==> config.mk <==
export PLATFORM = sky130hd
export DESIGN_NAME = display_line_timing_sequencer
export DESIGN_NICKNAME = d
export VERILOG_FILES = /design/src/rtl/core/dlts_pkg.sv /design/src/rtl/core/dlts_timing.sv /design/src/rtl/core/dlts_affine.sv /design/src/rtl/core/display_line_timing_sequencer.sv
export VERILOG_INCLUDE_DIRS = /design/src /design/src/rtl/core
export SDC_FILE = /design/constraint.sdc
export NUM_CORES = 1
export LEC_CHECK = 0
export BUFFER_PORTS_ARGS = -buffer_cell sky130_fd_sc_hd__buf_2
export CORE_UTILIZATION = 55
export DETAILED_ROUTE_END_ITERATION = 10
export GPL_ROUTABILITY_DRIVEN = 0
export MAX_ROUTING_LAYER = met4
export PLACE_DENSITY = 0.79
export SLEW_MARGIN = 20
export SYNTH_ARGS = -nofsm -noshare
export SYNTH_HDL_FRONTEND = slang
export SYNTH_HIERARCHICAL = 1
export SYNTH_SLANG_ARGS = --single-unit
==> constraint.sdc <==
create_clock -name clk -period 9.7 [get_ports clk]
set_input_delay 1.94 -clock clk [delete_from_list [all_inputs] [get_ports clk]]
set_output_delay 1.94 -clock clk [all_outputs]
set_load 0.01 [all_outputs]
==> src/rtl/core/assert_macros.svh <==
// Assertion macros shared by the sequencer RTL.
// Depends on clk and rst_n being visible where a macro is used.
`ifndef ASSERT_MACROS_SVH
`define ASSERT_MACROS_SVH
`ifndef NO_ASSERTIONS
`define ASSERT_CHECK(lbl, prop, msg) \
    lbl: assert property (@(posedge clk) disable iff (!rst_n) (prop)) else $error(msg);
`define ASSERT_NEVER(lbl, cond, msg) \
    lbl: assert property (@(posedge clk) disable iff (!rst_n) !(cond)) else $error(msg);
`else
`define ASSERT_CHECK(lbl, prop, msg)
`define ASSERT_NEVER(lbl, cond, msg)
`endif
`endif

==> src/rtl/core/dlts_pkg.sv <==
// Shared constants, types and packing for the display line timing sequencer.
// No dependencies.
package dlts_pkg;

    localparam int IN_TDATA_W  = 8;
    localparam int OUT_TDATA_W = 144;
    localparam int CFG_IDX_W   = 3;
    localparam int CFG_DATA_W  = 56;
    localparam int ACC_W       = 28;
    localparam int NUM_ACC     = 4;

    localparam logic [8:0] VISIBLE_LINES = 9'd160;
    localparam logic [8:0] TOTAL_LINES   = 9'd227;

    localparam logic [10:0] WAIT_DRAW   = 11'd960;
    localparam logic [10:0] WAIT_HBLANK = 11'd272;
    localparam logic [10:0] WAIT_VBLANK = 11'd1232;

    localparam logic [1:0] PH_DRAW   = 2'd0;
    localparam logic [1:0] PH_HBLANK = 2'd1;
    localparam logic [1:0] PH_VBLANK = 2'd2;

    localparam logic [CFG_IDX_W-1:0] REG_LINE_MATCH = 3'd0;
    localparam logic [CFG_IDX_W-1:0] REG_IRQ_EN     = 3'd1;
    localparam logic [CFG_IDX_W-1:0] REG_BG2_DELTA  = 3'd2;
    localparam logic [CFG_IDX_W-1:0] REG_BG3_DELTA  = 3'd3;
    localparam logic [CFG_IDX_W-1:0] REG_BG2_REF    = 3'd4;
    localparam logic [CFG_IDX_W-1:0] REG_BG3_REF    = 3'd5;

    localparam int IRQ_VBLANK = 0;
    localparam int IRQ_HBLANK = 1;
    localparam int IRQ_MATCH  = 2;

    typedef struct packed {
        logic add;
        logic reload;
    } aff_ctrl_t;

    typedef struct packed {
        logic        render_line;
        logic        vblank_dma;
        logic        hblank_dma;
        logic [2:0]  irq_raise;
        logic        line_match;
        logic [10:0] wait_length;
        logic [7:0]  line_count;
        logic [1:0]  phase_now;
    } tm_result_t;

    typedef logic [NUM_ACC-1:0][ACC_W-1:0] acc_vec_t;

    function automatic logic [OUT_TDATA_W-1:0] pack_result(tm_result_t r, acc_vec_t acc);
        pack_result = {4'b0, acc[3], acc[2], acc[1], acc[0], r};
    endfunction

endpackage

==> src/rtl/core/dlts_timing.sv <==
// Phase sequencer, line counter, DMA flags and interrupt pulses.
// Depends on dlts_pkg and assert_macros.svh.
`include "assert_macros.svh"
module dlts_timing
(
    input  logic                   clk,
    input  logic                   rst_n,
    input  logic                   step,
    input  logic [7:0]             line_match_value,
    input  logic [2:0]             irq_enables,
    output dlts_pkg::tm_result_t   result,
    output dlts_pkg::aff_ctrl_t    aff_ctrl
);

    logic [1:0] phase_reg, phase_next;
    logic [7:0] line_reg, line_next;
    logic       hdma_reg, hdma_next;
    logic       vdma_reg, vdma_next;
    logic       match;
    logic [8:0] line_inc;
    logic [2:0] irq;
    logic [10:0] wait_len;
    logic       render;

    assign match    = (line_reg == line_match_value);
    assign line_inc = {1'b0, line_reg} + 9'd1;

    always_comb
    begin
        phase_next      = phase_reg;
        line_next       = line_reg;
        hdma_next       = hdma_reg;
        vdma_next       = vdma_reg;
        irq             = 3'b000;
        wait_len        = dlts_pkg::WAIT_DRAW;
        render          = 1'b0;
        aff_ctrl.add    = 1'b0;
        aff_ctrl.reload = 1'b0;
        unique case (phase_reg)
            dlts_pkg::PH_DRAW:
            begin
                hdma_next    = 1'b1;
                phase_next   = dlts_pkg::PH_HBLANK;
                wait_len     = dlts_pkg::WAIT_HBLANK;
                aff_ctrl.add = 1'b1;
                irq[dlts_pkg::IRQ_HBLANK] = irq_enables[dlts_pkg::IRQ_HBLANK];
                render       = 1'b1;
            end
            dlts_pkg::PH_HBLANK:
            begin
                line_next = line_inc[7:0];
                hdma_next = 1'b0;
                irq[dlts_pkg::IRQ_MATCH] = match & irq_enables[dlts_pkg::IRQ_MATCH];
                if (line_inc == dlts_pkg::VISIBLE_LINES)
                begin
                    aff_ctrl.reload = 1'b1;
                    vdma_next       = 1'b1;
                    phase_next      = dlts_pkg::PH_VBLANK;
                    wait_len        = dlts_pkg::WAIT_VBLANK;
                    irq[dlts_pkg::IRQ_VBLANK] = irq_enables[dlts_pkg::IRQ_VBLANK];
                end
                else
                begin
                    phase_next = dlts_pkg::PH_DRAW;
                    wait_len   = dlts_pkg::WAIT_DRAW;
                end
            end
            default:
            begin
                line_next = line_inc[7:0];
                irq[dlts_pkg::IRQ_MATCH] = match & irq_enables[dlts_pkg::IRQ_MATCH];
                if (line_inc == dlts_pkg::TOTAL_LINES)
                begin
                    vdma_next  = 1'b0;
                    phase_next = dlts_pkg::PH_DRAW;
                    wait_len   = dlts_pkg::WAIT_DRAW;
                    line_next  = 8'd0;
                end
                else
                begin
                    phase_next = dlts_pkg::PH_VBLANK;
                    wait_len   = dlts_pkg::WAIT_VBLANK;
                end
            end
        endcase
    end

    always_comb
    begin
        result.phase_now   = phase_next;
        result.line_count  = line_next;
        result.wait_length = wait_len;
        result.line_match  = match;
        result.irq_raise   = irq;
        result.hblank_dma  = hdma_next;
        result.vblank_dma  = vdma_next;
        result.render_line = render;
    end

    always_ff @(posedge clk or negedge rst_n)
    begin
        if (!rst_n)
        begin
            phase_reg <= dlts_pkg::PH_DRAW;
            line_reg  <= 8'd0;
            hdma_reg  <= 1'b0;
            vdma_reg  <= 1'b0;
        end
        else if (step)
        begin
            phase_reg <= phase_next;
            line_reg  <= line_next;
            hdma_reg  <= hdma_next;
            vdma_reg  <= vdma_next;
        end
    end

    `ASSERT_CHECK(a_hdma_tracks_phase, hdma_reg == (phase_reg == dlts_pkg::PH_HBLANK), "hblank DMA flag out of step with phase")
    `ASSERT_CHECK(a_vdma_tracks_phase, vdma_reg == (phase_reg == dlts_pkg::PH_VBLANK), "vblank DMA flag out of step with phase")
    `ASSERT_CHECK(a_draw_to_hblank, step && phase_reg == dlts_pkg::PH_DRAW |=> phase_reg == dlts_pkg::PH_HBLANK, "draw line step did not enter hblank")
    `ASSERT_NEVER(a_line_in_view, phase_reg != dlts_pkg::PH_VBLANK && {1'b0, line_reg} >= dlts_pkg::VISIBLE_LINES, "line counter past visible area outside vblank")

endmodule

==> src/rtl/core/dlts_affine.sv <==
// Affine reference point accumulators for backgrounds 2 and 3.
// Depends on dlts_pkg.
module dlts_affine
(
    input  logic                clk,
    input  logic                rst_n,
    input  logic                step,
    input  dlts_pkg::aff_ctrl_t aff_ctrl,
    input  logic [31:0]         bg2_line_deltas,
    input  logic [31:0]         bg3_line_deltas,
    input  logic [55:0]         bg2_reference,
    input  logic [55:0]         bg3_reference,
    output dlts_pkg::acc_vec_t  acc_next
);

    dlts_pkg::acc_vec_t           acc_reg;
    logic [dlts_pkg::NUM_ACC-1:0][15:0] delta;
    dlts_pkg::acc_vec_t           ref_val;

    assign delta[0]   = bg2_line_deltas[15:0];
    assign delta[1]   = bg2_line_deltas[31:16];
    assign delta[2]   = bg3_line_deltas[15:0];
    assign delta[3]   = bg3_line_deltas[31:16];
    assign ref_val[0] = bg2_reference[27:0];
    assign ref_val[1] = bg2_reference[55:28];
    assign ref_val[2] = bg3_reference[27:0];
    assign ref_val[3] = bg3_reference[55:28];

    always_comb
    begin
        for (int i = 0; i < dlts_pkg::NUM_ACC; i++)
        begin
            priority if (aff_ctrl.reload)
                acc_next[i] = ref_val[i];
            else if (aff_ctrl.add)
                acc_next[i] = acc_reg[i] + {{(dlts_pkg::ACC_W-16){delta[i][15]}}, delta[i]};
            else
                acc_next[i] = acc_reg[i];
        end
    end

    always_ff @(posedge clk or negedge rst_n)
    begin
        if (!rst_n)
            acc_reg <= '0;
        else if (step)
            acc_reg <= acc_next;
    end

endmodule

==> src/rtl/core/display_line_timing_sequencer.sv <==
// Top level of the display line timing sequencer: stream ports, registers,
// input and result stages. Depends on dlts_pkg, dlts_timing, dlts_affine.
//
//  channel | direction | tdata bits | contents
//  s_axis  | in        | 8          | phase_done
//  m_axis  | out       | 144        | phase, line, wait, irq, DMA flags, affine points
//  cfg     | in        | 56         | register write, index 0..5
//
// One transfer per cycle on each side while m_axis is not stalled; a result
// passes through the input register and then the result register.
// An input with phase_done low is consumed and gives no result.
// A stalled m_axis holds the result register and, once the input register
// is also full, drops s_axis_tready. Reset clears all state and registers.
`include "assert_macros.svh"
module display_line_timing_sequencer
(
    input  logic                                 clk,
    input  logic                                 rst_n,
    input  logic                                 s_axis_tvalid,
    output logic                                 s_axis_tready,
    // [0] phase_done, [7:1] zero
    input  logic [dlts_pkg::IN_TDATA_W-1:0]      s_axis_tdata,
    output logic                                 m_axis_tvalid,
    input  logic                                 m_axis_tready,
    // [1:0] phase_now, [9:2] line_count, [20:10] wait_length, [21] line_match,
    // [24:22] irq_raise, [25] hblank_dma, [26] vblank_dma, [27] render_line,
    // [55:28] bg2_x, [83:56] bg2_y, [111:84] bg3_x, [139:112] bg3_y, [143:140] zero
    output logic [dlts_pkg::OUT_TDATA_W-1:0]     m_axis_tdata,
    input  logic                                 cfg_we,
    input  logic [dlts_pkg::CFG_IDX_W-1:0]       cfg_index,
    input  logic [dlts_pkg::CFG_DATA_W-1:0]      cfg_data
);

    logic [7:0]  line_match_value_reg;
    logic [2:0]  irq_enables_reg;
    logic [31:0] bg2_deltas_reg;
    logic [31:0] bg3_deltas_reg;
    logic [55:0] bg2_ref_reg;
    logic [55:0] bg3_ref_reg;

    logic        in_valid_reg, in_valid_next;
    logic        in_done_reg;
    logic        out_valid_reg, out_valid_next;
    logic [dlts_pkg::OUT_TDATA_W-1:0] out_data_reg;

    logic        s_xfer;
    logic        out_free;
    logic        advance;
    logic        step;

    dlts_pkg::tm_result_t tm_result;
    dlts_pkg::aff_ctrl_t  aff_ctrl;
    dlts_pkg::acc_vec_t   acc_next;

    assign out_free      = !out_valid_reg || m_axis_tready;
    assign advance       = in_valid_reg && out_free;
    assign step          = advance && in_done_reg;
    assign s_axis_tready = !in_valid_reg || out_free;
    assign s_xfer        = s_axis_tvalid && s_axis_tready;
    assign m_axis_tvalid = out_valid_reg;
    assign m_axis_tdata  = out_data_reg;

    always_ff @(posedge clk or negedge rst_n)
    begin
        if (!rst_n)
        begin
            line_match_value_reg <= 8'd0;
            irq_enables_reg      <= 3'd0;
            bg2_deltas_reg       <= 32'd0;
            bg3_deltas_reg       <= 32'd0;
            bg2_ref_reg          <= 56'd0;
            bg3_ref_reg          <= 56'd0;
        end
        else if (cfg_we)
        begin
            unique case (cfg_index)
                dlts_pkg::REG_LINE_MATCH: line_match_value_reg <= cfg_data[7:0];
                dlts_pkg::REG_IRQ_EN:     irq_enables_reg      <= cfg_data[2:0];
                dlts_pkg::REG_BG2_DELTA:  bg2_deltas_reg       <= cfg_data[31:0];
                dlts_pkg::REG_BG3_DELTA:  bg3_deltas_reg       <= cfg_data[31:0];
                dlts_pkg::REG_BG2_REF:    bg2_ref_reg          <= cfg_data[55:0];
                dlts_pkg::REG_BG3_REF:    bg3_ref_reg          <= cfg_data[55:0];
                default:
                begin
                end
            endcase
        end
    end

    always_comb
    begin
        priority if (s_xfer)
            in_valid_next = 1'b1;
        else if (advance)
            in_valid_next = 1'b0;
        else
            in_valid_next = in_valid_reg;

        priority if (step)
            out_valid_next = 1'b1;
        else if (m_axis_tready)
            out_valid_next = 1'b0;
        else
            out_valid_next = out_valid_reg;
    end

    always_ff @(posedge clk or negedge rst_n)
    begin
        if (!rst_n)
        begin
            in_valid_reg  <= 1'b0;
            out_valid_reg <= 1'b0;
        end
        else
        begin
            in_valid_reg  <= in_valid_next;
            out_valid_reg <= out_valid_next;
        end
    end

    always_ff @(posedge clk or negedge rst_n)
    begin
        if (!rst_n)
        begin
            in_done_reg  <= 1'b0;
            out_data_reg <= '0;
        end
        else
        begin
            if (s_xfer)
                in_done_reg <= s_axis_tdata[0];
            if (step)
                out_data_reg <= dlts_pkg::pack_result(tm_result, acc_next);
        end
    end

    dlts_timing u_timing
    (
        .clk              (clk),
        .rst_n            (rst_n),
        .step             (step),
        .line_match_value (line_match_value_reg),
        .irq_enables      (irq_enables_reg),
        .result           (tm_result),
        .aff_ctrl         (aff_ctrl)
    );

    dlts_affine u_affine
    (
        .clk             (clk),
        .rst_n           (rst_n),
        .step            (step),
        .aff_ctrl        (aff_ctrl),
        .bg2_line_deltas (bg2_deltas_reg),
        .bg3_line_deltas (bg3_deltas_reg),
        .bg2_reference   (bg2_ref_reg),
        .bg3_reference   (bg3_ref_reg),
        .acc_next        (acc_next)
    );

    `ASSERT_CHECK(a_step_gives_result, step |=> out_valid_reg, "accepted step left no result")
    `ASSERT_CHECK(a_render_in_hblank, out_valid_reg && out_data_reg[27] |-> out_data_reg[1:0] == dlts_pkg::PH_HBLANK && out_data_reg[25], "render flag outside hblank entry")
    `ASSERT_CHECK(a_vblank_has_dma, out_valid_reg && out_data_reg[1:0] == dlts_pkg::PH_VBLANK |-> out_data_reg[26], "vblank result without vblank DMA flag")

endmodule

# [After elaboration in Yosys (flattened, before gate mapping)]
# Index checks and enable logic that the tools add are counted.
[totals] regBits=454 n_memories=0 latchBits=0 mem_bits_ro=0 out_inout_bits=146 mem_bits_rw=0 inputBits=72
[classes] reduce_logical=17 eq_ne=9 bitwise=1 n_addsub=5 n_div=0 n_lt_le_gt_ge=0 shifts=0 muxes=31 mul=0
[op_table] cell="2-to-1 mux 28 bit" count=8
[op_table] cell="adder 28 bit" count=4
[op_table] cell="2-to-1 mux 11 bit" count=2
[op_table] cell="one-hot mux 11 bit (2 select lines)" count=1
[op_table] cell="== test 9 x 8 -> 1 bit (second input constant)" count=2
[op_table] cell="one-hot mux 8 bit (2 select lines)" count=1
[op_table] cell="2-to-1 mux 1 bit" count=13
[op_table] cell="AND reduction 2 bit" count=6
[op_table] cell="adder 8 x 1 -> 9 bit (second input constant)" count=1
[op_table] cell="== test 8 bit" count=1
[op_table] cell="2-to-1 mux 8 bit" count=1
[op_table] cell="== test 3 x 2 -> 1 bit (second input constant)" count=2
[op_table] cell="== test 3 bit (second input constant)" count=2
[op_table] cell="2-to-1 mux 2 bit" count=2
[op_table] cell="one-hot mux 1 bit (2 select lines)" count=2
[op_table] cell="one-hot mux 2 bit (2 select lines)" count=1
[op_table] cell="nonzero test 2 bit" count=2
[op_table] cell="== test 3 x 1 -> 1 bit (second input constant)" count=1
[op_table] cell="logical AND 1 bit" count=3
[op_table] cell="logical NOT 3 bit" count=1
[op_table] cell="== test 2 x 1 -> 1 bit (second input constant)" count=1
[op_table] cell="logical NOT 1 bit" count=2
[op_table] cell="logical NOT 2 bit" count=1
[op_table] cell="logical OR 1 bit" count=2
[op_table] cell="AND 1 bit" count=1

# [Longest topological paths before layout]
# Gate-level depths: netlist of run 1.
[depth] ltp_word=5 ltp_mapped=13

# [By module]
# Netlist of run 1, hierarchy kept.
[modules_own_cells] mod="display_line_timing_sequencer" instances=1 cells_per_inst=712 area_each_um2=12512.0
[modules_own_cells] mod="dlts_affine" instances=1 cells_per_inst=1561 area_each_um2=12276.8
[modules_own_cells] mod="dlts_timing" instances=1 cells_per_inst=146 area_each_um2=1174.9

# [Worst setup path before layout of run 1]
# No wires, ideal clock.
[synth_path] path_type="input-to-output" start="in m_axis_tready" end="out s_axis_tready" required_ps=7760 cell_stages=1 n_path_buf=0 arrival_ps=2154 setup_slack_ps=5606 cell_sequence="nand3b_1"
[synth_via] elab_chain_cells=2
[synth_rtl] item="from (decl)" line_no="display_line_timing_sequencer.sv:24" rtl="input logic m_axis_tready,"
[synth_rtl] item="logical OR 1 bit" line_no="display_line_timing_sequencer.sv:55" rtl="assign out_free = !out_valid_reg || m_axis_tready;"
[synth_rtl] item="logical OR 1 bit" line_no="display_line_timing_sequencer.sv:58" rtl="assign s_axis_tready = !in_valid_reg || out_free;"
[synth_rtl] item="to (decl)" line_no="display_line_timing_sequencer.sv:20" rtl="output logic s_axis_tready,"
# No other way between the ends.

# [Final worst setup path of run 1]
# Ends and elaborated chain as after synthesis.

==> metrics.txt, run 1 <==
status=completed; PD cells=354 nW/um^2; post-synthesis compound-gate area fraction=0.141; post-cts repair resize count=0; post-synth top area cell=dfrtp_1; H-tree depth=2; Detail Placement HPWL=44800 um; TritonCTS clock tree=done; main combinational cell family by area after synthesis=multiplexers; ys flop type=dfrtp_1; Ys Warns=6; clk sinks=454; post-layout min period=4.34 ns; commonest non-fill, non-tap cells in the layout=dfrtp_1 (454), mux2_2 (359), nand2_1 (221); total die area=48100 um^2; floorplan row count=79; Worst Tran Pin Value=1.06 ns; IO buf count=206; global-route wire length before repair=105000 um; Slew HR=0.295; vias in the first global route=19843; sequential-to-total area share from yosys stat=0.438; Avg Inst Size Synth=10.7 um^2; Max Freq=0.231 GHz; setup_tns=0 ns; Area Overhead vs Synth=11.2%; Final nets=2746; Worst-Skew Late Latency=0.60 ns; Clock Path Buffers=3; CTS root buffer=clkbuf_16; initial antenna violation count=6; post-synthesis mux area share=0.201; Die Width=219 um; postcts setup bufs=0; Max VDD drop=0.000230 V; most area-consuming cells after synthesis=dfrtp_1 (44%), mux2_2 (16%), ha_1 (5.3%); Seq cells post-synth=454; max_cap viols=0; Synth top area share=0.438; CP Data Arrival Time=2.40 ns; Synth Area in Simple Gates=0.0943; initial DRC count=1480; drt wl/cell=20.8 um; final worst-path cycle share=0.447; Largest register FFs=140; largest net degree at the start of global routing=174; Initial Utilization=0.558; wirelength, routed=66500 um; Slew Limit Fails=0; ys async rst share=1.00; Hold Path Class=flip-flop to flip-flop; Ports=218; Hold WS=0.497 ns; core area=46600 um^2; Synth Instances=2419; multi-input logic area=13700 um^2; Setup crit end kind=output port; gr ovfl total=0; Num CTS Buffers=50; Synth Area in XOR/XNOR=0.0324; unrepaired setup endpoints after global routing=no; Via Count=19819; leakage power=13.1 nW; gr usage total=0.285; maximum fanout along the worst path=3; Critical Path RT=7.76 ns; chip height=219 um; clk slew on worst S/H paths=0.06 ns; Finish-stage setup viols=0; # DRC=0; Hold Buf Count CTS=0; Yosys cell types=92; DRT Pass-1 Iters=5; CP Class=input port to output port; Worst setup SP type=input port; FILL cells=3638; post-route ant nets=0; layout cells sized above 1=0.282; Final Hold Vio Count=0; Vias/cell=6.18; clock skew=0.0232 ns; leading cell type in the layout, fill and taps excluded=dfrtp_1; Adder-Cell Fraction of Synth Area=0.0566; Post-synth EDFFs=0; register area=11400 um^2; cell area after synthesis=26000 um^2
[worst max-delay path, cell delays in order]
cell and delay (ns):
buf_2 0.11, nand3b_1 0.19, buf_2 0.16
[final cells by class]
type / instances / share of cell area
clock inverter: 21 / 0.00927
antenna: 7 / 0.000607
multi-input combinational: 1773 / 0.474
tap: 607 / 0.0263
clock buffer: 64 / 0.0469
timing repair buffer: 223 / 0.0418
sequential: 454 / 0.393
inverter: 57 / 0.00750
[power breakdown]
part	switching (W)	leakage, nW	internal, W	total (W)
combinational	0.00292	6.87	0.00232	0.00523
clock	0.000789	0.802	0.00112	0.00191
sequential	0.000507	5.42	0.00258	0.00308
[kinds of logic after synthesis]
group / count (synthesis)
compound gates: 574
flops: 454
mux: 456
fa+ha+maj: 115
simple gates: 523
other cells: 2
xor+xnor: 96
buf+inv: 199
[metal layers]
layer  global-route usage  up-vias  share of wire
met3               0.0449      154          0.067
met2                0.474      782           0.49
met4                0.116        0          0.037
met1                0.345     9851           0.40
li1                     -     9032              -
met5                    -        -              0
[cell usage after synthesis, types with 19 or more instances]
cell        n
xor2_1     29
nor2_1    107
dfrtp_1   454
o21ai_0   137
mux2_2    359
mux2_4     40
a21oi_1   152
a31oi_1    36
and3_1     20
ha_1      111
a21o_1     62
xnor2_1    67
nand2b_1   19
nand3_1    38
buf_4      25
buf_2      19
o21ai_1    20
nor3_1     33
inv_1      54
mux2i_1    55
clkbuf_1   74
nand2_1   221
[final timing paths]
kind	start	to	slack, ns	depth (start not counted)
max in group asynchronous	rst_n	bg2_ref_reg[52]$_DFFE_PN0P_	6.28	3
min in group asynchronous	rst_n	bg3_ref_reg[37]$_DFFE_PN0P_	1.33	1
min	irq_enables_reg[1]$_DFFE_PN0P_	irq_enables_reg[1]$_DFFE_PN0P_	0.50	1
min reg2reg	irq_enables_reg[1]$_DFFE_PN0P_	irq_enables_reg[1]$_DFFE_PN0P_	0.50	1
max	m_axis_tready	s_axis_tready	5.36	3
max reg2reg	u_timing/line_reg[0]$_DFFE_PN0P_	m_axis_tdata[50]$_DFFE_PN0P_	5.58	10
[metrics by stage]
step / instance area [um^2] / setup WS [ns] / total power [W] / instances / util
2_1_floorplan: 26000 / 5.61 / 0.00679 / 2426 / -
3_3_place_gp: 27200 / 5.18 / 0.00798 / 3114 / 0.585
3_5_place_dp: 27200 / 5.15 / 0.00821 / 3114 / 0.585
4_1_cts: 28900 / 5.35 / 0.0102 / 3199 / 0.620
5_1_grt: 28900 / 5.28 / 0.0109 / 3205 / 0.620
6_report: 28900 / 5.36 / 0.0102 / 3206 / 0.620
No activity file was read; power rests on OpenSTA's default activity.
==> run 2: changes to the inputs <==
- ABC_AREA: default -> 1
- PLACE_DENSITY: 0.79 -> 0.82
- clock period: 9.7 -> 3.5 ns (I/O delays scaled with it)
==> metrics.txt, run 2 <==
status=completed; Clock Path Buffers=3 (unchanged); Slew Limit Fails=0 (unchanged); Synth top area share=0.397 (-0.0408); wirelength, routed=81300 um (+22%); setup_tns=0 ns (unchanged); post-synth top area cell=dfrtp_1; Detail Placement HPWL=58500 um (+30%); CP Data Arrival Time=3.50 ns (+1.10 ns); Ports=218 (unchanged); layout cells sized above 1=0.0903 (-0.192); H-tree depth=2 (unchanged); Num CTS Buffers=46 (-8.0%); post-cts repair resize count=0 (unchanged); global-route wire length before repair=132000 um (+25%); Hold Path Class=input port to asynchronous set/reset pin; Die Width=230 um (+5.0%); DRT Pass-1 Iters=6 (+1); Ys Warns=6 (unchanged); Final nets=4596 (+67%); Commonest cells post-synth=nand2_1 (1971), inv_1 (491), dfrtp_1 (454); Final Hold Vio Count=0 (unchanged); ys flop type=dfrtp_1; core area=51400 um^2 (+10%); Adder-Cell Fraction of Synth Area=0.0513 (-0.00527); IO buf count=206 (unchanged); most common cell in the netlist=nand2_1; # DRC=0 (unchanged); Largest register FFs=140 (unchanged); main combinational cell family by area after synthesis=simple AND/OR/NAND/NOR gates; chip height=230 um (+5.0%); Post-synth EDFFs=0 (unchanged); leakage power=18.1 nW (+38%); unrepaired setup endpoints after global routing=no; CP Class=flip-flop to flip-flop; Worst-Skew Late Latency=0.60 ns (about the same); leading cell type in the layout, fill and taps excluded=nand2_1; Synth Area in XOR/XNOR=0.0144 (-0.0180); Seq cells post-synth=454 (unchanged); floorplan row count=83 (+5.1%); clock skew=0.0200 ns (-0.00313 ns); post-layout min period=2.97 ns; Initial Utilization=0.557 (-0.000720); Finish-stage setup viols=0 (unchanged); postcts setup bufs=0 (unchanged); sequential-to-total area share from yosys stat=0.397 (-0.0408); PD cells=832 nW/um^2 (+140%); most area-consuming cells after synthesis=dfrtp_1 (40%), nand2_1 (26%), inv_1 (6.4%); initial antenna violation count=17 (+11); Max Freq=0.336 GHz; post-synthesis mux area share=0 (-0.201); most used cell, CP=nand2_1; crit path max-delay cell type=dfrtp_1; commonest non-fill, non-tap cells in the layout=nand2_1 (1968), inv_1 (489), dfrtp_1 (454); cell area after synthesis=28600 um^2 (+10%); Setup crit end kind=flip-flop; Vias/cell=5.33 (-14%); Synth Instances=4293 (+77%); vias in the first global route=25654 (+29%); final worst-path cycle share=0.850; TritonCTS clock tree=done; clk sinks=454 (unchanged); CTS root buffer=clkbuf_16; Slew HR=0.429 (+0.134); Avg Inst Size Synth=6.67 um^2 (-38%); Worst Tran Pin Value=0.856 ns (-0.202 ns); Synth Area in Simple Gates=0.369 (+0.275); post-layout util=0.615 (-0.00528); initial DRC count=3032 (+100%); gr ovfl total=0 (unchanged); worst path cell trace=ha_1 > inv_1 > nor2_2 > nand2_1 > nand2_1 > nand3_1 > nor2_2 > nand3_2 > inv_6 > buf_12 > a21oi_1 > a21oi_1 > nand2_1 > nand2_1; largest net degree at the start of global routing=164 (-5.7%); Area Overhead vs Synth=10.4%; gr usage total=0.317 (+0.0315); Critical Path RT=4.02 ns (-3.74 ns); total die area=53000 um^2 (+10%); maximum fanout along the worst path=52 (+49); Max stage delay on crit path=0.54 ns (+0.35 ns); post-synthesis compound-gate area fraction=0.0703 (-0.0703); Via Count=27402 (+38%); Worst setup SP type=flip-flop; drt wl/cell=15.8 um (-24%); max_cap viols=0 (unchanged); Yosys cell types=37 (-60%); clk slew on worst S/H paths=0.06 ns (about the same); post-route ant nets=0 (unchanged); reg-to-reg slack, setup=0.53 ns (-5.05 ns); Max VDD drop=0.000687 V (+200%); Hold Buf Count CTS=0 (unchanged); ys async rst share=1.00 (unchanged)
[run 2: cell types whose count changed after synthesis, moves of 47 or more]
| cell | delta |
|---|---|
| buf_2 | +47 |
| inv_1 | +437 |
| nor2_1 | +222 |
| mux2_2 | -359 |
| a21o_1 | -54 |
| xnor2_1 | -60 |
| o21ai_1 | +94 |
| mux2i_1 | -55 |
| nand3_1 | +146 |
| nand2_1 | +1750 |
[run 2: where the power goes]
part	internal, W	switching [W]
combinational	0.00450	0.00860
clock	0.00283	0.00212
sequential	0.00697	0.00130
total	0.0143	0.0120
[run 2: layout make-up]
| type | count | area (um^2) |
|---|---|---|
| multi-input cells | 3174 | 14500 |
| fillers | 4619 | 19800 |
| well taps | 680 | 851 |
| clock inverters | 13 | 130 |
| diodes | 17 | 42.5 |
| clock buffers | 68 | 1360 |
| repair buffers | 236 | 1470 |
| flip-flops and latches | 454 | 11400 |
| inverters | 497 | 1880 |
[run 2: worst max-delay path, delay by kind of cell, from the launching register on]
family | cells | cell delay, ns
buffers and inverters | 3 | 0.74
and+or+nand+nor | 8 | 0.94
AOI/OAI and AO/OA | 2 | 0.37
adders and majority gates | 1 | 0.30
DFF | 1 | 0.54
[run 2: final timing paths]
kind	cells past startpoint	startpoint	endpoint
min in group clk	3	s_axis_tvalid	in_valid_reg$_DFFE_PN0P_
min	1	rst_n	m_axis_tdata[41]$_DFFE_PN0P_
max	14	u_timing/line_reg[1]$_DFFE_PN0P_	u_affine/acc_reg[32]$_DFFE_PN0P_
min reg2reg	2	m_axis_tdata[102]$_DFFE_PN0P_	m_axis_tdata[102]$_DFFE_PN0P_
max in group asynchronous	2	rst_n	m_axis_tdata[139]$_DFFE_PN0P_
max reg2reg	14	u_timing/line_reg[1]$_DFFE_PN0P_	u_affine/acc_reg[32]$_DFFE_PN0P_
[run 2: kinds of logic after synthesis]
group,after synthesis
simple gates,2626
buf+inv,672
flops,454
compound gates,377
fa+ha+maj,115
xor+xnor,47
other cells,2
[run 2: routing by layer]
layer	global-route usage	wire, um	vias to the layer above
li1	-	-	13485
met1	0.432	35500	12660
met2	0.468	35800	1093
met3	0.0681	7340	164
met4	0.105	2670	0
met5	-	0	-
[run 2: through the flow]
step                cells  hold WS [ns]  total power (W)  setup slack [ns]  area (um^2)
finish               5139        0.0722           0.0263             0.526        31600
CTS                  5122        0.0993           0.0262             0.574        31600
global placement     5041         0.458           0.0207             0.714        30100
global route         5139         0.119           0.0285             0.264        31600
floorplan            4300         0.404           0.0174              1.03        28700
detailed placement   5041         0.459           0.0211             0.639        30100
